[src/hw/rtl/aob_pkg.sv]
// ----------------------------------------------------------------------------
// aob_pkg
// Shared constants, types and the divider step for the alpha-over blender.
// ----------------------------------------------------------------------------
`default_nettype none

package aob_pkg;

  localparam int PIX_W       = 8;
  localparam int NUM_W       = 24;   // s*u + d*v <= 255 * 65025
  localparam int DEN_W       = 16;   // u + v <= 65025
  localparam int Q_BITS      = 8;    // every quotient fits in 8 bits
  localparam int NLANE       = 3;    // red, green, blue
  localparam int QUEUE_DEPTH = 2;

  localparam logic [PIX_W-1:0] FULL = 8'd255;

  // x / 255 == (x * 32897) >> 23 for every 16-bit x
  localparam logic [DEN_W-1:0] RECIP_255   = 16'd32897;
  localparam int               RECIP_SHIFT = 23;

  typedef enum logic [1:0] {
    KIND_KEEP_DST,
    KIND_COPY_SRC,
    KIND_BLEND
  } kind_t;

  typedef struct packed {
    logic [PIX_W-1:0] red;
    logic [PIX_W-1:0] green;
    logic [PIX_W-1:0] blue;
    logic [PIX_W-1:0] alpha;
  } pix_t;

  // Queue entry: res holds the finished pixel for copy cases and the
  // blended alpha for the blend case.
  typedef struct packed {
    logic [NLANE-1:0][NUM_W-1:0] num;
    logic [DEN_W-1:0]            den;
    pix_t                        res;
    logic                        blend;
    logic                        changed;
  } qent_t;

  typedef struct packed {
    logic [NLANE-1:0][NUM_W-1:0]  rem;
    logic [NLANE-1:0][Q_BITS-1:0] q;
    logic [DEN_W-1:0]             den;
    pix_t                         res;
    logic                         blend;
    logic                         changed;
  } stage_t;

  typedef struct packed {
    logic [NUM_W-1:0] rem;
    logic             qbit;
  } step_t;

  // One restoring division step against a pre-shifted divisor
  function automatic step_t div_step(input logic [NUM_W-1:0] rem,
                                     input logic [NUM_W-1:0] dsh);
    step_t r;
    if (rem >= dsh) begin
      r.rem  = rem - dsh;
      r.qbit = 1'b1;
    end else begin
      r.rem  = rem;
      r.qbit = 1'b0;
    end
    return r;
  endfunction

endpackage

`default_nettype wire

[src/hw/rtl/aob_in_if.sv]
// ----------------------------------------------------------------------------
// aob_in_if
// Input channel: one source and one destination RGBA8 pixel per item.
// ----------------------------------------------------------------------------
`default_nettype none

interface aob_in_if;
  logic                       valid;
  logic                       ready;
  logic [aob_pkg::PIX_W-1:0]  src_red;
  logic [aob_pkg::PIX_W-1:0]  src_green;
  logic [aob_pkg::PIX_W-1:0]  src_blue;
  logic [aob_pkg::PIX_W-1:0]  src_alpha;
  logic [aob_pkg::PIX_W-1:0]  dst_red;
  logic [aob_pkg::PIX_W-1:0]  dst_green;
  logic [aob_pkg::PIX_W-1:0]  dst_blue;
  logic [aob_pkg::PIX_W-1:0]  dst_alpha;

  modport source (
    output valid, src_red, src_green, src_blue, src_alpha,
           dst_red, dst_green, dst_blue, dst_alpha,
    input  ready
  );

  modport sink (
    input  valid, src_red, src_green, src_blue, src_alpha,
           dst_red, dst_green, dst_blue, dst_alpha,
    output ready
  );
endinterface

`default_nettype wire

[src/hw/rtl/aob_out_if.sv]
// ----------------------------------------------------------------------------
// aob_out_if
// Result channel: one composited RGBA8 pixel and a rewrite flag per item.
// ----------------------------------------------------------------------------
`default_nettype none

interface aob_out_if;
  logic                       valid;
  logic                       ready;
  logic [aob_pkg::PIX_W-1:0]  out_red;
  logic [aob_pkg::PIX_W-1:0]  out_green;
  logic [aob_pkg::PIX_W-1:0]  out_blue;
  logic [aob_pkg::PIX_W-1:0]  out_alpha;
  logic                       dst_changed;

  modport source (
    output valid, out_red, out_green, out_blue, out_alpha, dst_changed,
    input  ready
  );

  modport sink (
    input  valid, out_red, out_green, out_blue, out_alpha, dst_changed,
    output ready
  );
endinterface

`default_nettype wire

[src/hw/rtl/aob_front.sv]
// ----------------------------------------------------------------------------
// aob_front
// Accepts pixel pairs, classifies them and forms the blend weights,
// numerators, divisor and alpha ahead of the divider.
// ----------------------------------------------------------------------------
`default_nettype none

module aob_front (
  input  wire logic          clk,
  input  wire logic          rst_n,
  aob_in_if.sink             in_ch,
  output aob_pkg::qent_t     push_data,
  output logic               push,
  input  wire logic          full
);

  logic                        a_valid_r, a_valid_nxt;
  aob_pkg::pix_t               a_src_r, a_dst_r;
  logic [aob_pkg::DEN_W-1:0]   a_u_r, a_v_r;
  aob_pkg::kind_t              a_kind_r, kind_in;

  logic                        take;
  logic [aob_pkg::DEN_W-1:0]   u_in, v_in;
  logic [aob_pkg::DEN_W-1:0]   den;
  logic [2*aob_pkg::DEN_W-1:0] alpha_prod;
  logic [aob_pkg::PIX_W-1:0]   blend_alpha;

  assign in_ch.ready = !a_valid_r || !full;
  assign take        = in_ch.valid && in_ch.ready;
  assign push        = a_valid_r && !full;

  always_comb begin
    if (in_ch.src_alpha == '0) begin
      kind_in = aob_pkg::KIND_KEEP_DST;
    end else if (in_ch.src_alpha == aob_pkg::FULL || in_ch.dst_alpha == '0) begin
      kind_in = aob_pkg::KIND_COPY_SRC;
    end else begin
      kind_in = aob_pkg::KIND_BLEND;
    end
  end

  // u = sa*255, v = (255-sa)*da
  assign u_in = {in_ch.src_alpha, 8'd0} - aob_pkg::DEN_W'(in_ch.src_alpha);
  assign v_in = aob_pkg::DEN_W'(aob_pkg::FULL - in_ch.src_alpha) *
                aob_pkg::DEN_W'(in_ch.dst_alpha);

  always_comb begin
    a_valid_nxt = a_valid_r;
    if (take) begin
      a_valid_nxt = 1'b1;
    end else if (push) begin
      a_valid_nxt = 1'b0;
    end
  end

  always_ff @(posedge clk) begin
    if (!rst_n) begin
      a_valid_r <= 1'b0;
    end else begin
      a_valid_r <= a_valid_nxt;
    end
  end

  always_ff @(posedge clk) begin
    if (take) begin
      a_src_r  <= '{in_ch.src_red, in_ch.src_green, in_ch.src_blue, in_ch.src_alpha};
      a_dst_r  <= '{in_ch.dst_red, in_ch.dst_green, in_ch.dst_blue, in_ch.dst_alpha};
      a_u_r    <= u_in;
      a_v_r    <= v_in;
      a_kind_r <= kind_in;
    end
  end

  assign den         = a_u_r + a_v_r;
  assign alpha_prod  = (2*aob_pkg::DEN_W)'(den) * (2*aob_pkg::DEN_W)'(aob_pkg::RECIP_255);
  assign blend_alpha = alpha_prod[aob_pkg::RECIP_SHIFT +: aob_pkg::PIX_W];

  always_comb begin
    push_data.num[0] = aob_pkg::NUM_W'(a_src_r.red) * aob_pkg::NUM_W'(a_u_r) +
                       aob_pkg::NUM_W'(a_dst_r.red) * aob_pkg::NUM_W'(a_v_r);
    push_data.num[1] = aob_pkg::NUM_W'(a_src_r.green) * aob_pkg::NUM_W'(a_u_r) +
                       aob_pkg::NUM_W'(a_dst_r.green) * aob_pkg::NUM_W'(a_v_r);
    push_data.num[2] = aob_pkg::NUM_W'(a_src_r.blue) * aob_pkg::NUM_W'(a_u_r) +
                       aob_pkg::NUM_W'(a_dst_r.blue) * aob_pkg::NUM_W'(a_v_r);
    push_data.den    = den;
    case (a_kind_r)
      aob_pkg::KIND_KEEP_DST: begin
        push_data.res     = a_dst_r;
        push_data.blend   = 1'b0;
        push_data.changed = 1'b0;
      end
      aob_pkg::KIND_COPY_SRC: begin
        push_data.res     = a_src_r;
        push_data.blend   = 1'b0;
        push_data.changed = 1'b1;
      end
      aob_pkg::KIND_BLEND: begin
        push_data.res       = a_src_r;
        push_data.res.alpha = blend_alpha;
        push_data.blend     = 1'b1;
        push_data.changed   = 1'b1;
      end
      default: begin
        push_data.res     = a_dst_r;
        push_data.blend   = 1'b0;
        push_data.changed = 1'b0;
      end
    endcase
  end

endmodule

`default_nettype wire

[src/hw/rtl/aob_queue.sv]
// ----------------------------------------------------------------------------
// aob_queue
// Small FIFO decoupling the front end from the divider pipeline.
// ----------------------------------------------------------------------------
`default_nettype none

module aob_queue #(
  parameter int DEPTH = aob_pkg::QUEUE_DEPTH
) (
  input  wire logic            clk,
  input  wire logic            rst_n,
  input  wire logic            push,
  input  wire aob_pkg::qent_t  push_data,
  output logic                 full,
  input  wire logic            pop,
  output aob_pkg::qent_t       pop_data,
  output logic                 empty
);

  localparam int PTR_W = (DEPTH > 1) ? $clog2(DEPTH) : 1;
  localparam int CNT_W = $clog2(DEPTH + 1);

  aob_pkg::qent_t     mem_r [DEPTH];
  logic [PTR_W-1:0]   wr_ptr_r, wr_ptr_nxt;
  logic [PTR_W-1:0]   rd_ptr_r, rd_ptr_nxt;
  logic [CNT_W-1:0]   cnt_r, cnt_nxt;

  assign full     = (cnt_r == CNT_W'(DEPTH));
  assign empty    = (cnt_r == '0);
  assign pop_data = mem_r[rd_ptr_r];

  always_comb begin
    wr_ptr_nxt = wr_ptr_r;
    rd_ptr_nxt = rd_ptr_r;
    cnt_nxt    = cnt_r;
    if (push) begin
      wr_ptr_nxt = (wr_ptr_r == PTR_W'(DEPTH - 1)) ? '0 : wr_ptr_r + 1'b1;
    end
    if (pop) begin
      rd_ptr_nxt = (rd_ptr_r == PTR_W'(DEPTH - 1)) ? '0 : rd_ptr_r + 1'b1;
    end
    if (push && !pop) begin
      cnt_nxt = cnt_r + 1'b1;
    end else if (pop && !push) begin
      cnt_nxt = cnt_r - 1'b1;
    end
  end

  always_ff @(posedge clk) begin
    if (!rst_n) begin
      wr_ptr_r <= '0;
      rd_ptr_r <= '0;
      cnt_r    <= '0;
    end else begin
      wr_ptr_r <= wr_ptr_nxt;
      rd_ptr_r <= rd_ptr_nxt;
      cnt_r    <= cnt_nxt;
    end
  end

  always_ff @(posedge clk) begin
    if (push) begin
      mem_r[wr_ptr_r] <= push_data;
    end
  end

  a_cnt_bound: assert property (@(posedge clk) disable iff (!rst_n)
    cnt_r <= CNT_W'(DEPTH))
    else $error("queue fill count beyond depth");

  a_no_pop_empty: assert property (@(posedge clk) disable iff (!rst_n)
    pop |-> !empty)
    else $error("queue popped while empty");

  a_no_push_full: assert property (@(posedge clk) disable iff (!rst_n)
    push |-> !full)
    else $error("queue pushed while full");

  a_cnt_inc: assert property (@(posedge clk) disable iff (!rst_n)
    (push && !pop) |=> cnt_r == CNT_W'($past(cnt_r) + 1'b1))
    else $error("queue count did not follow a lone push");

endmodule

`default_nettype wire

[src/hw/rtl/aob_back.sv]
// ----------------------------------------------------------------------------
// aob_back
// Pipelined restoring divider, one quotient bit per stage on three colour
// lanes; the last stage is the output register.
// ----------------------------------------------------------------------------
`default_nettype none

module aob_back (
  input  wire logic            clk,
  input  wire logic            rst_n,
  input  wire aob_pkg::qent_t  pop_data,
  input  wire logic            empty,
  output logic                 pop,
  aob_out_if.source            out_ch
);

  localparam int NSTG = aob_pkg::Q_BITS;

  aob_pkg::stage_t  st_r  [NSTG];
  aob_pkg::stage_t  src_s [NSTG];
  aob_pkg::stage_t  nxt_s [NSTG];
  logic [NSTG-1:0]  vld_r;
  logic [NSTG-1:0]  src_vld;
  logic [NSTG-1:0]  leave;
  logic [NSTG-1:0]  open;

  // a stage may take a new item when empty or when its item moves on
  always_comb begin
    leave[NSTG-1] = vld_r[NSTG-1] && out_ch.ready;
    for (int i = NSTG - 2; i >= 0; i--) begin
      leave[i] = vld_r[i] && (!vld_r[i+1] || leave[i+1]);
    end
    for (int i = 0; i < NSTG; i++) begin
      open[i] = !vld_r[i] || leave[i];
    end
  end

  assign pop = !empty && open[0];

  always_comb begin
    src_s[0].rem     = pop_data.num;
    src_s[0].q       = '0;
    src_s[0].den     = pop_data.den;
    src_s[0].res     = pop_data.res;
    src_s[0].blend   = pop_data.blend;
    src_s[0].changed = pop_data.changed;
    src_vld[0]       = !empty;
    for (int i = 1; i < NSTG; i++) begin
      src_s[i]   = st_r[i-1];
      src_vld[i] = vld_r[i-1];
    end
  end

  for (genvar i = 0; i < NSTG; i++) begin : g_stage
    localparam int K = aob_pkg::Q_BITS - 1 - i;

    always_comb begin
      aob_pkg::step_t         stp;
      logic [aob_pkg::NUM_W-1:0] dsh;
      nxt_s[i] = src_s[i];
      dsh      = aob_pkg::NUM_W'(src_s[i].den) << K;
      for (int l = 0; l < aob_pkg::NLANE; l++) begin
        stp               = aob_pkg::div_step(src_s[i].rem[l], dsh);
        nxt_s[i].rem[l]   = stp.rem;
        nxt_s[i].q[l][K]  = stp.qbit;
      end
    end

    always_ff @(posedge clk) begin
      if (!rst_n) begin
        vld_r[i] <= 1'b0;
      end else if (open[i]) begin
        vld_r[i] <= src_vld[i];
      end
    end

    always_ff @(posedge clk) begin
      if (open[i] && src_vld[i]) begin
        st_r[i] <= nxt_s[i];
      end
    end
  end

  assign out_ch.valid       = vld_r[NSTG-1];
  assign out_ch.out_red     = st_r[NSTG-1].blend ? st_r[NSTG-1].q[0] : st_r[NSTG-1].res.red;
  assign out_ch.out_green   = st_r[NSTG-1].blend ? st_r[NSTG-1].q[1] : st_r[NSTG-1].res.green;
  assign out_ch.out_blue    = st_r[NSTG-1].blend ? st_r[NSTG-1].q[2] : st_r[NSTG-1].res.blue;
  assign out_ch.out_alpha   = st_r[NSTG-1].res.alpha;
  assign out_ch.dst_changed = st_r[NSTG-1].changed;

endmodule

`default_nettype wire

[src/hw/rtl/alpha_over_blend.sv]
// ----------------------------------------------------------------------------
// alpha_over_blend
// Straight-alpha "over" compositing of one RGBA8 pixel pair per item.
// ----------------------------------------------------------------------------
// Takes one pixel pair per clock and returns one composited pixel per clock
// for as long as the result side keeps ready high. An accepted input passes
// through the front stage register, where the weights and numerators are
// formed, then through the queue, and then climbs the eight-stage divider,
// which resolves one quotient bit per stage for red, green and blue in
// parallel and whose last stage drives the outputs. The queue depth
// (QUEUE_DEPTH) sets how many items the front end can absorb while the result
// side stalls.
// Transparent-source items pass the destination through with dst_changed low.
`default_nettype none

module alpha_over_blend #(
  parameter int QUEUE_DEPTH = aob_pkg::QUEUE_DEPTH
) (
  input  wire logic  clk,
  input  wire logic  rst_n,
  aob_in_if.sink     in_ch,
  aob_out_if.source  out_ch
);

  aob_pkg::qent_t  push_data;
  aob_pkg::qent_t  pop_data;
  logic            push, pop, full, empty;

  aob_front u_front (
    .clk       (clk),
    .rst_n     (rst_n),
    .in_ch     (in_ch),
    .push_data (push_data),
    .push      (push),
    .full      (full)
  );

  aob_queue #(
    .DEPTH (QUEUE_DEPTH)
  ) u_queue (
    .clk       (clk),
    .rst_n     (rst_n),
    .push      (push),
    .push_data (push_data),
    .full      (full),
    .pop       (pop),
    .pop_data  (pop_data),
    .empty     (empty)
  );

  aob_back u_back (
    .clk      (clk),
    .rst_n    (rst_n),
    .pop_data (pop_data),
    .empty    (empty),
    .pop      (pop),
    .out_ch   (out_ch)
  );

endmodule

`default_nettype wire

[src/flat_wrapper.sv]
// flat-port wrapper written by rule: the top's interface ports become plain ports
module alpha_over_blend_flat 
#(
  parameter int QUEUE_DEPTH = aob_pkg::QUEUE_DEPTH
)
  (clk, rst_n, in_ch_valid, in_ch_src_red, in_ch_src_green, in_ch_src_blue, in_ch_src_alpha, in_ch_dst_red, in_ch_dst_green, in_ch_dst_blue, in_ch_dst_alpha, in_ch_ready, out_ch_valid, out_ch_out_red, out_ch_out_green, out_ch_out_blue, out_ch_out_alpha, out_ch_dst_changed, out_ch_ready);
  aob_in_if in_ch_i ();
  aob_out_if out_ch_i ();
  input  wire logic clk;
  input  wire logic rst_n;
  input wire logic [$bits(in_ch_i.valid)-1:0] in_ch_valid;
  input wire logic [$bits(in_ch_i.src_red)-1:0] in_ch_src_red;
  input wire logic [$bits(in_ch_i.src_green)-1:0] in_ch_src_green;
  input wire logic [$bits(in_ch_i.src_blue)-1:0] in_ch_src_blue;
  input wire logic [$bits(in_ch_i.src_alpha)-1:0] in_ch_src_alpha;
  input wire logic [$bits(in_ch_i.dst_red)-1:0] in_ch_dst_red;
  input wire logic [$bits(in_ch_i.dst_green)-1:0] in_ch_dst_green;
  input wire logic [$bits(in_ch_i.dst_blue)-1:0] in_ch_dst_blue;
  input wire logic [$bits(in_ch_i.dst_alpha)-1:0] in_ch_dst_alpha;
  output wire logic [$bits(in_ch_i.ready)-1:0] in_ch_ready;
  output wire logic [$bits(out_ch_i.valid)-1:0] out_ch_valid;
  output wire logic [$bits(out_ch_i.out_red)-1:0] out_ch_out_red;
  output wire logic [$bits(out_ch_i.out_green)-1:0] out_ch_out_green;
  output wire logic [$bits(out_ch_i.out_blue)-1:0] out_ch_out_blue;
  output wire logic [$bits(out_ch_i.out_alpha)-1:0] out_ch_out_alpha;
  output wire logic [$bits(out_ch_i.dst_changed)-1:0] out_ch_dst_changed;
  input wire logic [$bits(out_ch_i.ready)-1:0] out_ch_ready;
  assign in_ch_i.valid = in_ch_valid;
  assign in_ch_i.src_red = in_ch_src_red;
  assign in_ch_i.src_green = in_ch_src_green;
  assign in_ch_i.src_blue = in_ch_src_blue;
  assign in_ch_i.src_alpha = in_ch_src_alpha;
  assign in_ch_i.dst_red = in_ch_dst_red;
  assign in_ch_i.dst_green = in_ch_dst_green;
  assign in_ch_i.dst_blue = in_ch_dst_blue;
  assign in_ch_i.dst_alpha = in_ch_dst_alpha;
  assign in_ch_ready = in_ch_i.ready;
  assign out_ch_valid = out_ch_i.valid;
  assign out_ch_out_red = out_ch_i.out_red;
  assign out_ch_out_green = out_ch_i.out_green;
  assign out_ch_out_blue = out_ch_i.out_blue;
  assign out_ch_out_alpha = out_ch_i.out_alpha;
  assign out_ch_dst_changed = out_ch_i.dst_changed;
  assign out_ch_i.ready = out_ch_ready;
  alpha_over_blend #(.QUEUE_DEPTH(QUEUE_DEPTH)) u_core (.clk(clk), .rst_n(rst_n), .in_ch(in_ch_i), .out_ch(out_ch_i));
endmodule
[config.mk]
export PLATFORM = sky130hd
export DESIGN_NAME = alpha_over_blend_flat
export DESIGN_NICKNAME = d
export VERILOG_FILES = /design/src/hw/rtl/aob_pkg.sv /design/src/hw/rtl/aob_in_if.sv /design/src/hw/rtl/aob_out_if.sv /design/src/hw/rtl/aob_front.sv /design/src/hw/rtl/aob_queue.sv /design/src/hw/rtl/aob_back.sv /design/src/hw/rtl/alpha_over_blend.sv /design/src/flat_wrapper.sv
export SDC_FILE = /design/constraint.sdc
export NUM_CORES = 2
export LEC_CHECK = 0
export BUFFER_PORTS_ARGS = -buffer_cell sky130_fd_sc_hd__buf_2
export CELL_PAD_IN_SITES_DETAIL_PLACEMENT = 0
export CELL_PAD_IN_SITES_GLOBAL_PLACEMENT = 1
export CORE_MARGIN = 4
export CORE_UTILIZATION = 53
export CTS_CLUSTER_DIAMETER = 50
export DETAILED_ROUTE_END_ITERATION = 7
export PLACE_DENSITY = 0.8
export SYNTH_ARGS = -nofsm -noshare
export SYNTH_HDL_FRONTEND = slang
export SYNTH_SLANG_ARGS = --single-unit
[constraint.sdc]
create_clock -name clk -period 16.6 [get_ports clk]
set_input_delay 2.49 -clock clk [delete_from_list [all_inputs] [get_ports clk]]
set_output_delay 2.49 -clock clk [all_outputs]
set_load 0.005 [all_outputs]
# Yosys cells after proc, flatten, opt, wreduce, memory -nomap -nowiden
# Memory sizes are Yosys's and may differ from the RTL's. A register that Yosys moved wholly into a read port is not among the register bits.
# Index checks and enable logic that the tools add are counted.
[classes]
addsub = 34
multipliers = 8
div_mod_pow = 0
magnitude_cmp = 24
eq_ne = 4
shifts = 0
muxes = 55
bitwise = 0
reduce_logical = 41
[op_table]
columns = ["cell", "count"]
rows = [
  ["2-to-1 mux 25 bit", 24],
  ["multiplier 8 x 16 -> 24 bit", 6],
  ["adder 24 bit", 3],
  [">= comparator 24 x 16 -> 1 bit", 3],
  [">= comparator 24 x 17 -> 1 bit", 3],
  [">= comparator 24 x 18 -> 1 bit", 3],
  [">= comparator 24 x 19 -> 1 bit", 3],
  [">= comparator 24 x 20 -> 1 bit", 3],
  [">= comparator 24 x 21 -> 1 bit", 3],
  [">= comparator 24 x 22 -> 1 bit", 3],
  [">= comparator 24 x 23 -> 1 bit", 3],
  ["subtractor 24 x 16 -> 24 bit", 3],
  ["subtractor 24 x 17 -> 24 bit", 3],
  ["subtractor 24 x 18 -> 24 bit", 3],
  ["subtractor 24 x 19 -> 24 bit", 3],
  ["subtractor 24 x 20 -> 24 bit", 3],
  ["subtractor 24 x 21 -> 24 bit", 3],
  ["subtractor 24 x 22 -> 24 bit", 3],
  ["subtractor 24 x 23 -> 24 bit", 3],
  ["one-hot mux 34 bit (2 select lines)", 1],
  ["multiplier 16 x 16 -> 31 bit (second input constant)", 1],
  ["2-to-1 mux 1 bit", 24],
  ["2-to-1 mux 8 bit", 3],
  ["adder 16 bit", 1],
  ["other kinds (16)", 55],
]
[totals]
regBits = 111
latch_bits = 0
ram_bits = 1412
romBits = 0
word_cells = 191
memories = 2
[mem_list]
columns = ["name", "depth", "word_bits", "read_ports", "rd_clocked_by_memory_dff", "write_ports", "line", "source"]
rows = [
  ["u_core.u_back.st_r", 8, 146, 8, 0, 8, "aob_back.sv:19", "aob_pkg::stage_t st_r [NSTG];"],
  ["u_core.u_queue.mem_r", 2, 122, 1, 1, 1, "aob_queue.sv:23", "aob_pkg::qent_t mem_r [DEPTH];"],
]

# Longest topological paths before layout
[logic_depth]
ltp_word = 20
mapped_depth = 24
mapped_depth_nobuf = 24

# By module
# A second synthesis with hierarchy kept.
[unflattened]
cells_unflattened = 8184
hier_area_um2 = 94229.1
[modules_own_cells]
columns = ["mod", "instances", "cells_per_inst", "area_per_inst_um2"]
rows = [
  ["aob_back", 1, 4427, 53505.1],
  ["aob_front", 1, 3355, 31370.1],
  ["aob_queue", 1, 402, 9354.0],
]

# Least setup slack after synthesis
# Ideal clock, no wire load.
[synth_timing]
path_kind = "input-to-reg"
startpoint = "input out_ch_ready"
endpoint = "memory u_core.u_back.st_r[1][146] (netlist name), enable pin"
arrival_time_ps = 12849
t_required_ps = 15746
setup_slack_ps = 2897
stages = 3
path_cell_list = "nor2b_1 -> and2_1 -> a21boi_0"
[synth_lines]
columns = ["element", "line", "source"]
rows = [
  ["from (decl)", "flat_wrapper.sv:27", "input wire logic [$bits(out_ch_i.ready)-1:0] out_ch_ready;"],
  ["to (decl)", "aob_back.sv:19", ""],
]

==> impl_metrics.csv <==
group,metric,value,unit
detailed_routing,met2RoutedLength,123000,µm
worst_setup_path,reg2reg_depth,17,
detailed_routing,drt_wl_total,243000,µm
hold_path,hp-class,"register to register",
finish,num_antenna_cells,0,
floorplanning,coreArea,174000,µm²
worst_setup_path,crit_required,17090,ps
timing,slew_headroom,20.2,%
finish,layout_common_cells,"edfxtp_1 (1337), inv_1 (1048), nand2_1 (788)",
yosys,ys_ff_latch,1351,
clocking,hold_buffers,0,
worst_setup_path,crit_end,"u_core.u_queue.mem_r[1][73]",
finish,syn_to_final_growth,9.32,%
yosys,synth_flop_cell,"edfxtp_1",
clocking,cts.sinks,1351,
detailed_routing,first_iter_violations,4261,
yosys,synthXorXnorAreaFrac,3.89,%
placed_design,place.gp.congestion,0.919,
yosys,synth_mux_area_share,2.84,%
worst_setup_path,reg2reg_from,"u_core.u_front.a_v_r[2]",
timing,fin_worst_skew,57.2,ps
run,cap_violations,0,
detailed_routing,num_vias,60970,
global_routing,grt_remaining_overflow,0,
global_routing,track_usage,26.9,%
worst_setup_path,crit_fanout,25,
outcome,status,"completed",
worst_setup_path,cp-startpoint,"u_core.u_front.a_v_r[2]",
clocking,cts_inserted_buffers,160,
worst_setup_path,timing.reg2reg.setup_slack,9340,ps
detailed_routing,post-route-drc-count,0,
clocking,htree_levels,4,
yosys,syn_inst,8170,
clocking,worst_skew_pair.late_latency,810,ps
yosys,synth_compound_area_share,8.37,%
yosys,synthDistinctLibCells,84,
placed_design,port_buffers,102,
global_routing,grt_max_degree,74,
floorplanning,dieArea,182000,µm²
clocking,cts_resized,0,
detailed_routing,post_drt_wl_per_cell,22.6,µm
detailed_routing,met3WireLength,11100,µm
timing,tns,0,ps
floorplanning,initial_utilization,53.4,%
worst_setup_path,cp-end-kind,"register",
yosys,synthAdderAreaFrac,24.4,%
timing,period_share,43.8,%
timing,rsz0062_at_grt,"no",
timing,fmax,138,MHz
clocking,clockRootBuffer,"clkbuf_16",
placed_design,hpwlAfterDp,185000,µm
yosys,synth_edf_count,1337,
detailed_routing,wl_met1,95300,µm
hold_path,hp-start,"u_core.u_back.st_r[1][23]",
worst_setup_path,cp.arrival,7750,ps
global_routing,first_global_vias,61861,
clocking,cts_setup_buffers,0,
floorplanning,fp.dieW,427,µm
clocking,cts_tree,"built",
worst_setup_path,r2r_end,"u_core.u_queue.mem_r[1][73]",
detailed_routing,routed.top_layer,"met5",
worst_setup_path,setup.worst_path.class,"register to register",
timing,finalSetupViolations,0,
yosys,synth_simple_gate_area_share,11.9,%
timing,worst_pin_slew,1190,ps
timing,maxSlewViolCount,0,
yosys,yosys_warnings,0,
finish,layout_commonest_cell,"edfxtp_1",
yosys,synth_area,93000,µm²
finish,fin_nets,9764,
yosys,synth-async-reset-ratio,0,%
timing,post-route-min-period,7260,ps
finish,drive_gt1_share,8.37,%
yosys,syn_avg_cell_area,11.4,µm²
floorplanning,rows,153,
detailed_routing,viasPerCell,5.67,
detailed_routing,postRouteAntennaNets,0,
global_routing,antenna_found_initial,4,
yosys,syn_nets,9640,
clocking,clk_path_buf_depth,3,
timing,hold_viol_final,0,
floorplanning,io_pins,103,
yosys,yosysSeqAreaShare,43.4,%
yosys,synth_top_family_by_area,"adder cells",
clocking,cts.clk_slew.worst_paths,60,ps
detailed_routing,drt_pass1_iterations,6,
global_routing,grt_first_pass_wirelength,370000,µm
worst_setup_path,crit_path_start_kind,"register",
floorplanning,die_h,427,µm
sequential cells by signal, summed over array words and instances (netlist names), named ones only:
signal                      cells
u_core.u_back.src_vld           7
u_core.u_front.a_dst_r         32
u_core.u_front.a_valid_r        1
u_core.u_queue.cnt_r            2
u_core.u_front.a_v_r           16
u_core.u_back.st_r            996
u_core.u_back.out_ch.valid      1
u_core.u_front.a_u_r           16
u_core.u_front.a_kind_r         2
u_core.u_queue.mem_r          244
u_core.u_front.a_src_r         31
u_core.u_queue.rd_ptr_r         1
u_core.u_queue.wr_ptr_r         1
layer usage:
layer  track usage (%)  up-vias
met2              47.4     1682
met1              32.7    30405
met5                 0        -
met4              12.8        2
met3              3.66      501
li1                  -    28380
stage by stage:
step	hold slack, ps	setup WS, ps	utilization [%]	area (µm²)	cells
2_1_floorplan	400	2900	-	93000	8170
3_3_place_gp	400	9530	55.3	96400	10457
3_5_place_dp	405	9450	55.3	96400	10457
5_1_grt	411	8920	58.4	102000	10749
4_1_cts	399	9390	58.4	102000	10749
6_report	405	9340	58.4	102000	10749
worst max-delay path, stage by stage (launching register included):
cell and delay (ps):
edfxtp_1 1030, nand2_1 210, fa_1 470, fa_1 480, fa_1 550, inv_1 50
fa_1 450, fa_1 530, fa_1 420, ha_1 350, nand3_1 110, o211ai_1 120
o41ai_1 550, o21ai_0 330, a221oi_1 610, a21oi_1 190, o41ai_1 330, xnor2_1 150
kinds of logic after synthesis:
kind of cell / Yosys count
DFF: 1351
adders and majority gates: 1402
xor gates and xnor gates: 413
muxes: 240
buffers and inverters: 1280
and+or+nand+nor: 2243
AOI/OAI and AO/OA: 1241
cell usage after synthesis (12+ instances only):
master,instances,area (µm²)
a211o_1,13,114
a211oi_1,23,173
a21boi_0,41,308
a21o_1,131,983
a21oi_1,387,1940
a22o_1,24,210
a31oi_1,33,206
a41oi_1,15,131
and2_1,369,2310
and3_1,29,181
and4_1,12,105
buf_2,23,115
clkbuf_1,187,702
dfxtp_1,14,280
edfxtp_1,1337,40100
fa_1,683,13700
ha_1,719,9000
inv_1,1049,3940
mux2_2,192,2160
mux2i_1,48,480
nand2_1,788,2960
nand2b_1,105,657
nand3_1,91,455
nand4_1,49,307
nand4b_1,17,149
nor2_1,364,1370
nor2b_1,126,788
nor3_1,137,686
nor4_1,40,250
o211ai_1,25,188
o21a_1,42,315
o21ai_0,312,1560
o21bai_1,30,225
o31ai_1,46,345
o41ai_1,14,123
or2_2,16,100
or3_1,48,300
or4_1,13,97.6
xnor2_1,246,2150
xor2_1,167,1460
final cells by class:
cell class	instances	area, µm²
fill	14331	72500
multi-input combinational	5539	47900
sequential	1351	40400
clock buffer	176	4070
inverter	1052	3950
tap	2325	2910
clock inverter	116	1280
timing repair buffer	190	1170
worst min path at each step:
| stage | to | slack (ps) | cells past startpoint |
|---|---|---|---|
| floorplan | u_core.u_back.st_r[0][146] | 400 | 0 |
| global placement | u_core.u_back.st_r[0][446] | 400 | 0 |
| detailed placement | u_core.u_back.st_r[0][293] | 400 | 0 |
| CTS | u_core.u_back.st_r[1][2] | 400 | 0 |
| global route | u_core.u_back.st_r[0][455] | 410 | 0 |
| finish | u_core.u_back.st_r[1][169] | 410 | 0 |
Power is left out: the tool's default activity adds up to more than one toggle a clock period on the data nets, which glitch-free logic cannot reach.
